--- config.mk ---
export PLATFORM = sky130hd
export DESIGN_NAME = bmh_cmp
export DESIGN_NICKNAME = d
export VERILOG_FILES = /design/src/rtl/bmh_pkg.sv /design/src/rtl/bmh_cmp.sv
export SDC_FILE = /design/constraint.sdc
export NUM_CORES = 1
export LEC_CHECK = 0
export BUFFER_PORTS_ARGS = -buffer_cell sky130_fd_sc_hd__buf_4
export CAP_MARGIN = 10
export CORE_AREA = 2 2 114 116
export DETAILED_ROUTE_END_ITERATION = 8
export DIE_AREA = 0 0 116 118
export GPL_TIMING_DRIVEN = 0
export PLACE_DENSITY = 0.7
export SLEW_MARGIN = 25
export SYNTH_ARGS = -nofsm -noshare
export SYNTH_HDL_FRONTEND = slang
export SYNTH_SLANG_ARGS = --single-unit
export TNS_END_PERCENT = 50
--- constraint.sdc ---
create_clock -name vclk -period 12.1
set_clock_uncertainty 0.15 [all_clocks]
set_input_delay 1.21 -clock vclk [all_inputs]
set_output_delay 1.21 -clock vclk [all_outputs]
set_load 0.01 [all_outputs]
--- src/rtl/bmh_pkg.sv ---
// types and constants shared by the heap queue modules
`default_nettype none
package bmh_pkg;

  localparam int KEY_W   = 32;
  localparam int ROW_W   = 16;
  localparam int COL_W   = 16;
  localparam int KIND_W  = 8;
  localparam int OCC_W   = 11;
  localparam int ENTRY_W = KEY_W + ROW_W + COL_W + KIND_W;
  localparam int IN_W    = 72;
  localparam int OUT_W   = 88;

  localparam logic ACT_INSERT = 1'b0;
  localparam logic ACT_REMOVE = 1'b1;

  typedef struct packed {
    logic [KEY_W-1:0]  key;
    logic [ROW_W-1:0]  row;
    logic [COL_W-1:0]  col;
    logic [KIND_W-1:0] kind;
  } entry_t;

  typedef enum logic {
    DIR_UP,
    DIR_DOWN
  } dir_t;

  typedef struct packed {
    logic move;
    logic pick_b;
  } step_t;

  typedef enum logic [2:0] {
    ST_IDLE,
    ST_UP_RD,
    ST_UP_CMP,
    ST_DN_LAST,
    ST_DN_GET,
    ST_DN_RD,
    ST_DN_CMP,
    ST_RESULT
  } state_t;

endpackage
`default_nettype wire

--- src/rtl/bmh_cmp.sv ---
// shared key compare and child select unit for both sift directions
`default_nettype none
module bmh_cmp
  import bmh_pkg::*;
(
  input  wire dir_t   dir,
  input  wire entry_t hole,
  input  wire entry_t cand_a,
  input  wire entry_t cand_b,
  input  wire logic   b_ok,
  output step_t       step,
  output entry_t      chosen
);

  logic a_lt_b;

  always_comb begin
    a_lt_b = $signed(cand_a.key) < $signed(cand_b.key);
    step   = '0;
    chosen = cand_a;
    unique case (dir)
      DIR_UP: begin
        // parent drops when it is not above the rising entry
        step.move = $signed(cand_a.key) <= $signed(hole.key);
      end
      DIR_DOWN: begin
        // right child only when strictly larger
        step.pick_b = b_ok && a_lt_b;
        chosen      = step.pick_b ? cand_b : cand_a;
        step.move   = $signed(hole.key) < $signed(chosen.key);
      end
      default: begin
        step = '0;
      end
    endcase
  end

endmodule
`default_nettype wire

==> summary.md <==
| Metric | Value |
|---|---|
| Ratio of cells with drive above 1 in the final layout | 0.395 |
| Outcome | finished clean |
| DR vias | around 4.1k |
| Worst Hold Endpoint | chosen[17] |
| IO Port Bufs | roughly 250 |
| Resized Gates After CTS | 0 |
| Fill cells | 1263 |
| Synth warn | 0 |
| RePlAce Congestion | around 0.86 |
| Startpoint types | primary input |
| NumNets Final | 993 |
| Post-CTS setup buffer count | 0 |
| Core area | around 12000 sq um |
| # DRC | 0 |
| Sum of negative setup slack | 0 ns |
| Most frequent cells in the layout | 252 x buf_4, 94 x ha_1, 72 x mux2_1, 67 x inv_1, 32 x mux2i_1 |
| TritonRoute pass-1 iters | 4 |
| Max Freq | 0.137 GHz |
| FFs & Latches | 0 |
| CP Class | in -> out |
| Pin count of the biggest net entering global routing | 11 |
| Final Critical Period | around 7.3 ns |
| Worst hold margin | 2.56 ns |
| Die Span Y | between 100 and 150 microns |
| Initial Util | 0.289 |
| Footprint of the multi-input gates | between 3000 and 4000 sq um |
| Setup violators final | 0 |
| Total Routing Usage GR | 0.180 |
| Die area | 13700 sq um |
| Hold depth | 3 |
| GRT Max-Usage Layer | met2 |
| M2 GR Usage | 0.311 |
| Post-synthesis cell count | 427 |
| Arr. time, crit path | 5.94 ns |
| Worst slew pin tran | ~0.46 ns |
| Core Rows | 41 |
| Critical Path RT | roughly 11 ns |
| Synthesized cell area | about 3600 sq um |
| Sw Ratio | 0.464 |
| Endpoints failing hold | 0 |
| Setup WS pre-CTS | around 4.7 ns |
| Final ANT Viol Nets | 0 |
| Cts-stage hold buffer count | 0 |
| Net Switching | 0.000114 W |
| Synth unique cells | between 40 and 50 |
| Chip Width | between 100 and 150 microns |
| Post-synth top area share | 0.327 |
| Drt wl/cell | 15.5 microns |
| IO Count | ~290 |
| Vias in the first global route | about 4k |
| Fin crit share | 0.603 |
| GR met3 Demand/Resource | 0.0180 |
| Max-cap viol count | 0 |
| First-pass GRT wire length | 20.2 mm |
| Final wirelength | around 13 mm |
| Area Overhead vs Synth | 58.7% |
| Top cells by area, synth | ha_1 33%, mux2_1 23%, mux2i_1 8.9% |
| Synth Area per Inst | between 8 and 9 sq um |
| Pint | roughly 0.00013 W |
| FF/Latch Area | 0 sq um |
| Max Slew Vio Count | 0 |
| Dpl hpwl | 11.9 mm |
| Post-DR vias/cell | between 4 and 5 |
| Initial antenna violation count | 0 |
| Leak Pwr | roughly 3.1 nW |
| Syn Nets | between 700 and 800 |
| Design area | between 5000 and 6000 sq um |
| Clock network fraction of design power | 0 |
| Met1 Use GR | 0.254 |
| Final worst slack | 4.80 ns |
| Area leader, netlist | ha_1 |
| Maximum vdd ir drop | 0.0180 mV |
| Hold wc startpoint | cand_b[17] |
| Seq/Total Area, Yosys | 0 |
| DP Area | approximately 5700 sq um |
| Diodes inserted | 0 |
| Combinational group share of total power | 1.000 |
| Commonest non-fill, non-tap cell in the layout | buf_4 |
| Congestion Overflow GR | 0 |
| CP endpoint kind | primary output |
| Slew margin rel. | 0.687 |
| Max FO, Critical Path | 10 |
| HP Class | in -> out |
| Sequential group share of total power | 0 |
| Pwr per Cell Area | 42.9 nW/um^2 |
| Detailed Route Iter0 Violations | roughly 150 |
| RSZ-0062 raised after global routing | no |
| Clock buffer count | 0 |
==> worst max-delay path by stage <==
stage,slack [ns],from,endpoint
after floorplan,5.67,cand_b[66],step[1]
after global placement,4.77,cand_a[63],step[1]
after detailed placement,4.71,cand_a[63],step[1]
after CTS,4.70,cand_a[63],step[1]
after global routing,4.38,cand_a[61],step[1]
final,4.80,cand_a[63],step[1]
==> power by group through the flow <==
stage,combinational [W],clock (W),sequential [W]
2_1_floorplan,0.000127,0,0
3_3_place_gp,0.000242,0,0
3_5_place_dp,0.000245,0,0
4_1_cts,0.000247,0,0
5_1_grt,0.000271,0,0
6_report,0.000244,0,0
==> routing by layer <==
layer,up-vias,routed length (microns),share of wire
li1,2093,-,-
met1,1858,6220,0.47
met2,128,6190,0.47
met3,2,754,0.057
met4,0,21,0.0016
met5,-,0,0
==> cell families (layout without fill, tap and decap cells) <==
| kind of cell | Yosys count | after routing | share of synthesized area |
|---|---|---|---|
| simple gates | 69 | 69 | 0.105 |
| fa+ha+maj | 94 | 94 | 0.327 |
| buf+inv | 78 | 330 | 0.0972 |
| mux | 105 | 105 | 0.321 |
| compound gates | 81 | 81 | 0.149 |
==> cells in the mapped netlist (all sizes together), types with 2 or more instances <==
cell type   n
o21ai      11
a2111oi     3
a211oi      3
o31ai       2
a21oi      28
a31oi       2
nand2b      3
nand2      19
a221oi      3
and4        5
mux2       72
nor3        5
buf        10
nor2       10
nand4       8
nand3      11
a21o       16
mux2i      33
o21bai      2
and3        2
ha         94
inv        68
o41ai       2
a211o       2
==> through the flow <==
| step | instances | utilization | power [W] |
|---|---|---|---|
| floorplan | 427 | - | 0.000127 |
| global placement | 851 | 0.459 | 0.000242 |
| detailed placement | 851 | 0.459 | 0.000245 |
| CTS | 851 | 0.459 | 0.000247 |
| global route | 851 | 0.459 | 0.000271 |
| finish | 851 | 0.459 | 0.000244 |
==> critical path, stage by stage <==
cell and delay (ns):
buf_4 0.13, ha_1 0.31, a21oi_1 0.16, o21ai_0 0.16
a221oi_1 0.47, o21ai_1 0.14, a31oi_2 0.23, mux2i_4 0.45
buf_2 0.46, mux2i_1 0.25, ha_1 0.26, a21o_1 0.19
a21o_1 0.17, a2111oi_0 0.40, nor4_1 0.12, nor3_1 0.19
o221a_2 0.22, o31ai_1 0.09, a31oi_1 0.15, buf_4 0.15
==> final cells by class <==
class / count / share of cell area
buffer: 10 / 0.0165
inverter: 68 / 0.0448
multi-input combinational: 349 / 0.569
tap: 172 / 0.0378
timing repair buffer: 252 / 0.332
Power figures use the tool's default switching activity.
